[config.mk]
export PLATFORM = sky130hd
export DESIGN_NAME = i2c_slave_byte_handler_with_fifos_top
export DESIGN_NICKNAME = d
export VERILOG_FILES = /design/src/rtl/core/i2csbh_pkg.sv /design/src/rtl/core/i2csbh_ctrl.sv /design/src/rtl/core/i2csbh_dp.sv /design/src/rtl/core/i2c_slave_byte_handler_with_fifos_top.sv
export SDC_FILE = /design/constraint.sdc
export NUM_CORES = 1
export LEC_CHECK = 0
export BUFFER_PORTS_ARGS = -buffer_cell sky130_fd_sc_hd__buf_2
export CORE_MARGIN = 1
export CORE_UTILIZATION = 60
export DETAILED_ROUTE_END_ITERATION = 8
export PLACE_DENSITY = 0.74
export SYNTH_ARGS = -nofsm -noshare
export SYNTH_HDL_FRONTEND = slang
export SYNTH_SLANG_ARGS = --single-unit
[constraint.sdc]
create_clock -name i_clk -period 8.1 [get_ports i_clk]
set_input_delay 0.405 -clock i_clk [delete_from_list [all_inputs] [get_ports i_clk]]
set_output_delay 0.405 -clock i_clk [all_outputs]
set_load 0.005 [all_outputs]
[src/rtl/core/i2csbh_pkg.sv]
// package: shared constants and control types for the i2c slave byte handler
package i2csbh_pkg;

    localparam int unsigned CMD_W     = 2;
    localparam int unsigned BYTE_W    = 8;
    localparam int unsigned EVENT_W   = 3;
    localparam int unsigned FILL_W    = 6;
    localparam int unsigned FILL_MAX  = 63;
    localparam int unsigned IN_DATA_W = 24;
    localparam int unsigned OUT_DATA_W = 40;

    localparam logic [CMD_W-1:0] CMD_BUS_EVENT = 2'd0;
    localparam logic [CMD_W-1:0] CMD_PUSH_TX   = 2'd1;
    localparam logic [CMD_W-1:0] CMD_POP_RX    = 2'd2;
    localparam logic [CMD_W-1:0] CMD_PEEK_RX   = 2'd3;

    localparam logic [BYTE_W-1:0] ST_OWN_SLA_W      = 8'h60;
    localparam logic [BYTE_W-1:0] ST_ARB_LOST_SLA_W = 8'h68;
    localparam logic [BYTE_W-1:0] ST_GEN_CALL       = 8'h70;
    localparam logic [BYTE_W-1:0] ST_ARB_LOST_GC    = 8'h78;
    localparam logic [BYTE_W-1:0] ST_DATA_ACK       = 8'h80;
    localparam logic [BYTE_W-1:0] ST_DATA_NAK       = 8'h88;
    localparam logic [BYTE_W-1:0] ST_GC_DATA_ACK    = 8'h90;
    localparam logic [BYTE_W-1:0] ST_GC_DATA_NAK    = 8'h98;
    localparam logic [BYTE_W-1:0] ST_STOP_RESTART   = 8'hA0;
    localparam logic [BYTE_W-1:0] ST_OWN_SLA_R      = 8'hA8;
    localparam logic [BYTE_W-1:0] ST_ARB_LOST_SLA_R = 8'hB0;
    localparam logic [BYTE_W-1:0] ST_TX_DATA_ACK    = 8'hB8;
    localparam logic [BYTE_W-1:0] ST_TX_DATA_NAK    = 8'hC0;
    localparam logic [BYTE_W-1:0] ST_TX_LAST_ACK    = 8'hC8;

    localparam logic [EVENT_W-1:0] EV_OK        = 3'd0;
    localparam logic [EVENT_W-1:0] EV_RX_BYTE   = 3'd1;
    localparam logic [EVENT_W-1:0] EV_TX_BYTE   = 3'd2;
    localparam logic [EVENT_W-1:0] EV_SEND_END  = 3'd3;
    localparam logic [EVENT_W-1:0] EV_RECV_END  = 3'd4;
    localparam logic [EVENT_W-1:0] EV_START_STOP = 3'd5;

    localparam logic [BYTE_W-1:0] FILLER_BYTE = 8'h99;

    typedef struct packed {
        logic load_in;
        logic exec;
    } t_dp_cmd;

endpackage

[src/rtl/core/i2csbh_ctrl.sv]
// controller: item sequencing and result register handshake
module i2csbh_ctrl (
    input  logic               i_clk,
    input  logic               i_rst_n,
    input  logic               i_s_tvalid,
    output logic               o_s_tready,
    output logic               o_m_tvalid,
    input  logic               i_m_tready,
    output i2csbh_pkg::t_dp_cmd o_cmd
);

    localparam logic ST_IDLE = 1'b0;
    localparam logic ST_EXEC = 1'b1;

    logic r_state;
    logic n_state;
    logic r_out_valid;
    logic n_out_valid;
    logic exec;

    assign o_s_tready = (r_state == ST_IDLE);
    assign exec = (r_state == ST_EXEC) && (!r_out_valid || i_m_tready);
    assign o_cmd.load_in = i_s_tvalid && o_s_tready;
    assign o_cmd.exec = exec;
    assign o_m_tvalid = r_out_valid;

    always_comb begin
        n_state = r_state;
        unique case (r_state)
            ST_IDLE: begin
                if (i_s_tvalid) begin
                    n_state = ST_EXEC;
                end
            end
            ST_EXEC: begin
                if (exec) begin
                    n_state = ST_IDLE;
                end
            end
            default: n_state = ST_IDLE;
        endcase
    end

    always_comb begin
        n_out_valid = r_out_valid;
        if (exec) begin
            n_out_valid = 1'b1;
        end else if (r_out_valid && i_m_tready) begin
            n_out_valid = 1'b0;
        end
    end

    always_ff @(posedge i_clk) begin
        if (!i_rst_n) begin
            r_state     <= ST_IDLE;
            r_out_valid <= 1'b0;
        end else begin
            r_state     <= n_state;
            r_out_valid <= n_out_valid;
        end
    end

endmodule

[src/rtl/core/i2csbh_dp.sv]
// datapath: ring pointers, ring memories, status rules and result register
module i2csbh_dp #(
    parameter int unsigned RING_DEPTH = 64
) (
    input  logic                                i_clk,
    input  logic                                i_rst_n,
    input  i2csbh_pkg::t_dp_cmd                 i_cmd,
    input  logic [i2csbh_pkg::CMD_W-1:0]        i_command,
    input  logic [i2csbh_pkg::IN_DATA_W-1:0]    i_in_data,
    output logic [i2csbh_pkg::OUT_DATA_W-1:0]   o_out_data
);

    localparam int unsigned PW = $clog2(RING_DEPTH);

    logic [i2csbh_pkg::BYTE_W-1:0] r_rx_mem [RING_DEPTH];
    logic [i2csbh_pkg::BYTE_W-1:0] r_tx_mem [RING_DEPTH];
    logic [i2csbh_pkg::BYTE_W-1:0] r_rx_rd;
    logic [i2csbh_pkg::BYTE_W-1:0] r_tx_rd;

    logic [PW-1:0] r_rx_head, r_rx_tail, r_tx_head, r_tx_tail;
    logic [PW-1:0] n_rx_head, n_rx_tail, n_tx_head, n_tx_tail;

    logic [i2csbh_pkg::CMD_W-1:0]  r_command;
    logic [i2csbh_pkg::BYTE_W-1:0] r_code;
    logic [i2csbh_pkg::BYTE_W-1:0] r_bus_byte;
    logic [i2csbh_pkg::BYTE_W-1:0] r_app_byte;

    logic                            ack, restart, svalid, adone;
    logic [i2csbh_pkg::BYTE_W-1:0]  sbyte, adata;
    logic [i2csbh_pkg::EVENT_W-1:0] ev;
    logic                            rx_we, tx_we;
    logic                            rx_full, tx_full, rx_empty, tx_empty;
    logic [i2csbh_pkg::OUT_DATA_W-1:0] r_out;

    function automatic logic [PW-1:0] ptr_next(input logic [PW-1:0] p);
        return (p == PW'(RING_DEPTH - 1)) ? '0 : p + 1'b1;
    endfunction

    function automatic logic [i2csbh_pkg::FILL_W-1:0] fill_of(
        input logic [PW-1:0] head,
        input logic [PW-1:0] tail
    );
        logic [PW:0] d;
        if (tail >= head) begin
            d = {1'b0, tail} - {1'b0, head};
        end else begin
            d = {1'b0, tail} + (PW+1)'(RING_DEPTH) - {1'b0, head};
        end
        if (32'(d) > 32'(i2csbh_pkg::FILL_MAX)) begin
            return i2csbh_pkg::FILL_W'(i2csbh_pkg::FILL_MAX);
        end
        return i2csbh_pkg::FILL_W'(d);
    endfunction

    assign rx_full  = (r_rx_head == ptr_next(r_rx_tail));
    assign tx_full  = (r_tx_head == ptr_next(r_tx_tail));
    assign rx_empty = (r_rx_head == r_rx_tail);
    assign tx_empty = (r_tx_head == r_tx_tail);

    always_comb begin
        n_rx_head = r_rx_head;
        n_rx_tail = r_rx_tail;
        n_tx_head = r_tx_head;
        n_tx_tail = r_tx_tail;
        ack       = 1'b0;
        restart   = 1'b0;
        svalid    = 1'b0;
        sbyte     = '0;
        ev        = i2csbh_pkg::EV_OK;
        adata     = '0;
        adone     = 1'b0;
        rx_we     = 1'b0;
        tx_we     = 1'b0;
        unique case (r_command)
            i2csbh_pkg::CMD_BUS_EVENT: begin
                ack = 1'b1;
                unique case (r_code)
                    i2csbh_pkg::ST_ARB_LOST_SLA_W, i2csbh_pkg::ST_ARB_LOST_GC: begin
                        restart = 1'b1;
                    end
                    i2csbh_pkg::ST_DATA_ACK: begin
                        ev = i2csbh_pkg::EV_RX_BYTE;
                        if (!rx_full) begin
                            rx_we     = 1'b1;
                            n_rx_tail = ptr_next(r_rx_tail);
                        end
                        ack = (r_rx_head != ptr_next(n_rx_tail));
                    end
                    i2csbh_pkg::ST_DATA_NAK, i2csbh_pkg::ST_GC_DATA_NAK: begin
                        ev = i2csbh_pkg::EV_RECV_END;
                    end
                    i2csbh_pkg::ST_GC_DATA_ACK: begin
                        ack = 1'b0;
                        if (!rx_full) begin
                            rx_we     = 1'b1;
                            n_rx_tail = ptr_next(r_rx_tail);
                            ev        = i2csbh_pkg::EV_RX_BYTE;
                        end
                    end
                    i2csbh_pkg::ST_OWN_SLA_R, i2csbh_pkg::ST_TX_DATA_ACK: begin
                        svalid = 1'b1;
                        if (!tx_empty) begin
                            sbyte     = r_tx_rd;
                            ev        = i2csbh_pkg::EV_TX_BYTE;
                            n_tx_head = ptr_next(r_tx_head);
                        end else begin
                            sbyte = i2csbh_pkg::FILLER_BYTE;
                        end
                    end
                    i2csbh_pkg::ST_ARB_LOST_SLA_R: begin
                        restart = 1'b1;
                        if (!tx_empty) begin
                            svalid    = 1'b1;
                            sbyte     = r_tx_rd;
                            ev        = i2csbh_pkg::EV_TX_BYTE;
                            n_tx_head = ptr_next(r_tx_head);
                        end
                    end
                    i2csbh_pkg::ST_TX_DATA_NAK, i2csbh_pkg::ST_TX_LAST_ACK: begin
                        ev        = i2csbh_pkg::EV_SEND_END;
                        n_tx_head = r_tx_tail;
                    end
                    i2csbh_pkg::ST_STOP_RESTART: begin
                        ev = i2csbh_pkg::EV_START_STOP;
                    end
                    default: begin
                    end
                endcase
            end
            i2csbh_pkg::CMD_PUSH_TX: begin
                if (!tx_full) begin
                    tx_we     = 1'b1;
                    n_tx_tail = ptr_next(r_tx_tail);
                    adone     = 1'b1;
                end
            end
            i2csbh_pkg::CMD_POP_RX, i2csbh_pkg::CMD_PEEK_RX: begin
                if (!rx_empty) begin
                    adata = r_rx_rd;
                    adone = 1'b1;
                    if (r_command == i2csbh_pkg::CMD_POP_RX) begin
                        n_rx_head = ptr_next(r_rx_head);
                    end
                end
            end
            default: begin
            end
        endcase
    end

    always_ff @(posedge i_clk) begin
        if (i_cmd.exec && rx_we) begin
            r_rx_mem[r_rx_tail] <= r_bus_byte;
        end
        if (i_cmd.exec && tx_we) begin
            r_tx_mem[r_tx_tail] <= r_app_byte;
        end
        r_rx_rd <= r_rx_mem[r_rx_head];
        r_tx_rd <= r_tx_mem[r_tx_head];
    end

    always_ff @(posedge i_clk) begin
        if (!i_rst_n) begin
            r_rx_head <= '0;
            r_rx_tail <= '0;
            r_tx_head <= '0;
            r_tx_tail <= '0;
        end else if (i_cmd.exec) begin
            r_rx_head <= n_rx_head;
            r_rx_tail <= n_rx_tail;
            r_tx_head <= n_tx_head;
            r_tx_tail <= n_tx_tail;
        end
    end

    always_ff @(posedge i_clk) begin
        if (i_cmd.load_in) begin
            r_command  <= i_command;
            r_code     <= i_in_data[7:0];
            r_bus_byte <= i_in_data[15:8];
            r_app_byte <= i_in_data[23:16];
        end
        if (i_cmd.exec) begin
            r_out <= {5'd0,
                      fill_of(n_tx_head, n_tx_tail),
                      fill_of(n_rx_head, n_rx_tail),
                      adone, adata, ev, sbyte, svalid, restart, ack};
        end
    end

    assign o_out_data = r_out;

endmodule

[src/rtl/core/i2c_slave_byte_handler_with_fifos_top.sv]
// top level: i2c slave byte handler with receive and transmit rings
//
// channel   dir  handshake              payload
// s_axis    in   tvalid/tready          tuser: command; tdata: status, bus, app bytes
// m_axis    out  tvalid/tready          tdata: result fields
//
// each item is accepted, then executed against the registered ring reads
// one item is in work at a time; the next is taken once the current one executes
// a finished result waits in the output register while the next item is taken
// a stalled output holds the following item in its execute cycle
// reset clears pointers and control only; ring contents need no clearing
module i2c_slave_byte_handler_with_fifos_top #(
    parameter int unsigned RING_DEPTH = 64
) (
    input  logic                                i_clk,
    input  logic                                i_rst_n,
    input  logic                                s_axis_tvalid,
    output logic                                s_axis_tready,
    // [1:0] command
    input  logic [i2csbh_pkg::CMD_W-1:0]        s_axis_tuser,
    // [7:0] status_code, [15:8] bus_byte, [23:16] app_byte
    input  logic [i2csbh_pkg::IN_DATA_W-1:0]    s_axis_tdata,
    output logic                                m_axis_tvalid,
    input  logic                                m_axis_tready,
    // [0] ack_next, [1] restart_master, [2] send_valid, [10:3] send_byte,
    // [13:11] event_res, [21:14] app_data, [22] app_done, [28:23] rx_fill,
    // [34:29] tx_fill, [39:35] zero
    output logic [i2csbh_pkg::OUT_DATA_W-1:0]   m_axis_tdata
);

    i2csbh_pkg::t_dp_cmd dp_cmd;

    i2csbh_ctrl u_ctrl (
        .i_clk      (i_clk),
        .i_rst_n    (i_rst_n),
        .i_s_tvalid (s_axis_tvalid),
        .o_s_tready (s_axis_tready),
        .o_m_tvalid (m_axis_tvalid),
        .i_m_tready (m_axis_tready),
        .o_cmd      (dp_cmd)
    );

    i2csbh_dp #(
        .RING_DEPTH (RING_DEPTH)
    ) u_dp (
        .i_clk      (i_clk),
        .i_rst_n    (i_rst_n),
        .i_cmd      (dp_cmd),
        .i_command  (s_axis_tuser),
        .i_in_data  (s_axis_tdata),
        .o_out_data (m_axis_tdata)
    );

endmodule

==> run summary <==
Sorting the synthesized cells by area gives the leading types as sky130_fd_sc_hd__edfxtp_1, sky130_fd_sc_hd__mux4_2, sky130_fd_sc_hd__dfxtp_1. The flow ran to the end, and the final reports show no timing, DRC or antenna violations. The number of sinks handled by clock tree synthesis is 1127. In this run the most critical hold path is launched from m_axis_tready. In this run, synthesis inferred 1085 flip-flops with an integrated enable. The Yosys step of the flow raised 0 warnings.

The number of DRC violations after detailed-routing iteration 0 was 2318. Setup violations remaining at the end of the flow were counted as 0. Once the clock tree was built, the setup fixing pass inserted 0 buffers. The critical path is of the reg -> reg type. The combined buffer and inverter count along the critical path was 1. The worst hold-check path type is in -> reg. The fraction of synthesized cell area taken by the top area cell type was 72.4%; the utilization after layout was 67.2%. The count of port buffers added during placement works out to 66.

Global-route wire length before repair: 148 mm. Number of placed instances with taps included: 3199. The initial antenna violation count is 1. Capturing point of the worst reg2reg path: u_dp.o_out_data[25].

In this run, distinct cell masters in the synthesized netlist total 74. The total grt overflow came out at 0. The area of the die was 76100 um2.

TritonCTS built the clock tree. The clock period minus final worst setup slack was 5.39 ns; the HPWL after detailed placement was 60.3 mm. The final worst-path cycle share is 66.6%. STA classifies the critical path endpoint as a register.

The routed layout has 22300 vias. The run gives 2265 as the cell count after synthesis. For the worst setup path, the data required time is 8.50 ns. The iteration count of the initial detailed-routing pass came out at 5.

0 antenna diodes ended up in the layout. Global routing used 26.9% of the available tracks. For this design the static power due to leakage is 15.5 nW.

The register clock-pin slew on the reported worst setup and hold paths works out to 0.06 ns. Dividing the synthesized area by the synthesized cell count gives 19.9 um2. Entering global routing, the biggest net connects 76 pins.

The vertical die dimension came out at 276 um. Summed over all layers, the routed wires come to 100 mm. For this run, design rule violations remaining after detail routing come to 0.

At the placement stage, the worst setup path has a slack of 2.80 ns. The total power per unit cell area is 244 nW/um2. The worst setup path is launched from a register.

The fraction of final layout cells sized beyond drive strength 1 is 23.9%, and the routed via count divided by cell count is 6.52. Relative to the synthesized area, the layout overhead comes to 11.0%. The kind of cell adding the most delay to the critical path is simple AND/OR/NAND/NOR gates.

Setup repair after global routing left no endpoint under its margin. The number of synthesized register bits is 1127, and the max-capacitance violation count is 0. Sequential elements use 74.2% of the synthesized area. The run gives 60.6% as the starting density of the core. Along the worst hold path, the cell count comes to 3.

Based on the critical path, the design can be clocked at up to 0.185 GHz. Across all setup checks in the final design, the least slack found is 2.71 ns. Data arrival time of the critical path: 5.79 ns. Walking the worst path, the cells encountered are nand3_1 -> or2_1 -> a32oi_2 -> a211o_2 -> mux2i_1 -> o21a_1 -> inv_1 -> ha_1 -> nor2b_1 -> o21ai_0 -> nand2b_1 -> a21o_1 -> a21o_1 -> a31oi_1 -> xor2_1 -> nand3b_1 -> o21ai_0. The x dimension of the die is 276 um. The routability congestion estimate was 0.865. The tools report the number of global-route vias before repair as 22300. The number of clock buffers added by TritonCTS is 108. The core area came out at 74300 um2.

The net count reported at finish was 2416; the worst-case register-to-register setup slack was 2.71 ns. 72 I/O pins were placed. VDD sags by at most 0.238 mV. The routed length per instance works out to 29.2 um.

Among all stages on the critical path, the largest delay is contributed by sky130_fd_sc_hd__dfxtp_1. The run gives 0 ns as the setup TNS. The fraction of synthesis flops using an asynchronous set or reset pin was 0%. Once detail routing completed, the nets flagged for antenna violations numbered 0. The post-synthesis instance area is 45000 um2, and the fill cell instance count of the final layout is 4654. The longest individual stage delay on the worst path is 0.89 ns, and the number of placement rows is 100.

The slew at the pin closest to its max-slew limit is 1.08 ns. The cell taking the most area after synthesis was sky130_fd_sc_hd__edfxtp_1. The most common cell after layout, fill and taps aside was sky130_fd_sc_hd__edfxtp_1. Among all flip-flop cells after synthesis, the most frequent one is sky130_fd_sc_hd__edfxtp_1. In this run the deepest clock path goes through 3 buffers. The final hold violation count was 0; the total of cells resized after clock tree synthesis was 0.

The worst clock skew on the final layout was 0.0239 ns. The worst register-to-register path begins at u_dp.r_rx_tail[2]. The H-tree generated during clock tree synthesis spans 3 levels. For the clock network latency to the later pin of the worst-skew pair, the log shows 0.68 ns. The worst hold path terminates at u_ctrl.o_m_tvalid.

The tools report the post-layout instance count excluding filler cells as 3427. The largest driver fanout on the critical path was 24. CTS placed an instance of sky130_fd_sc_hd__clkbuf_16 at the clock tree root.

For the worst flop-to-flop path, the logic depth is 17. Number of max-slew violations in the final report: 0. The worst pin sits at a relative slew slack of 27.9%. The top cell types in the final layout, fill and taps aside, are sky130_fd_sc_hd__edfxtp_1, sky130_fd_sc_hd__mux4_2, sky130_fd_sc_hd__nor2_1.
## worst reg2reg max path: stages, from the launching register on
cell and delay [ns]:
sky130_fd_sc_hd__dfxtp_1 0.89, sky130_fd_sc_hd__nand3_1 0.83, sky130_fd_sc_hd__or2_1 0.55, sky130_fd_sc_hd__a32oi_2 0.34, sky130_fd_sc_hd__a211o_2 0.30, sky130_fd_sc_hd__mux2i_1 0.33, sky130_fd_sc_hd__o21a_1 0.19, sky130_fd_sc_hd__inv_1 0.05
sky130_fd_sc_hd__ha_1 0.28, sky130_fd_sc_hd__nor2b_1 0.13, sky130_fd_sc_hd__o21ai_0 0.15, sky130_fd_sc_hd__nand2b_1 0.11, sky130_fd_sc_hd__a21o_1 0.19, sky130_fd_sc_hd__a21o_1 0.21, sky130_fd_sc_hd__a31oi_1 0.19, sky130_fd_sc_hd__xor2_1 0.09
sky130_fd_sc_hd__nand3b_1 0.19, sky130_fd_sc_hd__o21ai_0 0.12
## registers in the layout, summed over array words and instances (netlist names)
signal and flops:
u_dp.r_rx_rd 8, u_dp.r_code 8, u_dp.r_bus_byte 8, u_dp.r_rx_tail 6, u_dp.r_tx_mem 512, u_dp.r_tx_head 6
u_dp.o_out_data 35, u_dp.r_tx_tail 6, u_ctrl.r_state 1, u_dp.r_command 2, u_dp.r_rx_head 6, u_dp.r_app_byte 8
u_dp.r_rx_mem 512, u_ctrl.o_m_tvalid 1, u_dp.r_tx_rd 8
## logic make-up (layout without fill, tap and decap cells)
| logic type | Yosys count | count (layout) | synth area share, % |
|---|---|---|---|
| multiplexers | 344 | 344 | 16.1 |
| adder cells (fa/ha/maj) | 19 | 19 | 0.561 |
| XOR/XNOR | 45 | 45 | 0.875 |
| AND/OR/NAND/NOR | 414 | 414 | 4.23 |
| AO/OA/AOI/OAI | 162 | 162 | 2.56 |
| buffers and inverters | 153 | 342 | 1.46 |
| flip-flops | 1127 | 1127 | 74.2 |
| other | 1 | 5 | 0.00833 |
## synth_stat cells, types with 12 or more instances
cell type,number
sky130_fd_sc_hd__edfxtp_1,1085
sky130_fd_sc_hd__mux4_2,302
sky130_fd_sc_hd__nor2_1,199
sky130_fd_sc_hd__nand2_1,84
sky130_fd_sc_hd__clkbuf_1,62
sky130_fd_sc_hd__dfxtp_1,42
sky130_fd_sc_hd__mux2i_1,40
sky130_fd_sc_hd__buf_1,33
sky130_fd_sc_hd__o21ai_0,32
sky130_fd_sc_hd__buf_2,31
sky130_fd_sc_hd__xnor2_1,28
sky130_fd_sc_hd__a21oi_1,26
sky130_fd_sc_hd__nand3_1,22
sky130_fd_sc_hd__and2_1,21
sky130_fd_sc_hd__ha_1,17
sky130_fd_sc_hd__xor2_1,17
sky130_fd_sc_hd__nand2b_1,16
sky130_fd_sc_hd__inv_1,15
sky130_fd_sc_hd__a31oi_1,12
## layout make-up
type / instances / area [um2] / share of cell area (%)
clock buffers: 138 / 2840 / 5.67
clock inverters: 63 / 633 / 1.27
inverters: 18 / 67.6 / 0.135
multi-input cells: 989 / 11000 / 21.9
flip-flops and latches: 1127 / 33400 / 66.9
well taps: 969 / 1210 / 2.43
repair buffers: 123 / 826 / 1.65
## worst max path at each step
stage / endpoint / start / cells after the start
3_5_place_dp: u_dp.o_out_data[25] / u_dp.r_rx_tail[2] / 17
2_1_floorplan: u_dp.o_out_data[25] / u_dp.r_rx_tail[1] / 18
4_1_cts: u_dp.o_out_data[25] / u_dp.r_rx_tail[2] / 17
3_3_place_gp: u_dp.o_out_data[25] / u_dp.r_rx_tail[2] / 17
5_1_grt: u_dp.o_out_data[25] / u_dp.r_rx_tail[2] / 17
6_report: u_dp.o_out_data[25] / u_dp.r_rx_tail[2] / 17
## report_power, final
group,switching (mW),internal (mW)
combinational,0.421,0.315
clock,2.13,2.81
sequential,0.0692,6.46
## layer usage
metal | track usage (%) | share of wire [%] | vias to the layer above
met4 | 8.31 | 3.0 | 2
met2 | 44.2 | 51 | 1014
met1 | 37.5 | 39 | 11700
li1 | - | - | 9439
met3 | 4.47 | 7.2 | 190
met5 | 0 | 0.013 | -
## through the flow
stage                     hold slack, ns  total power, mW  instance area, um2
after floorplan                    0.482             7.10               45000
after CTS                        0.00559             12.3               50000
final                             0.0347             12.2               50000
after global routing              0.0137             12.5               50000
after detailed placement           0.488             7.38               46200
after global placement             0.492             7.36               46200
## what timing repair did
action | in CTS | in global routing
hold endpoints to repair | 27 | 0
endpoints found under the setup margin | 0 | 0
hold buffers | 27 | 0
No activity file was read; power rests on OpenSTA's default activity.
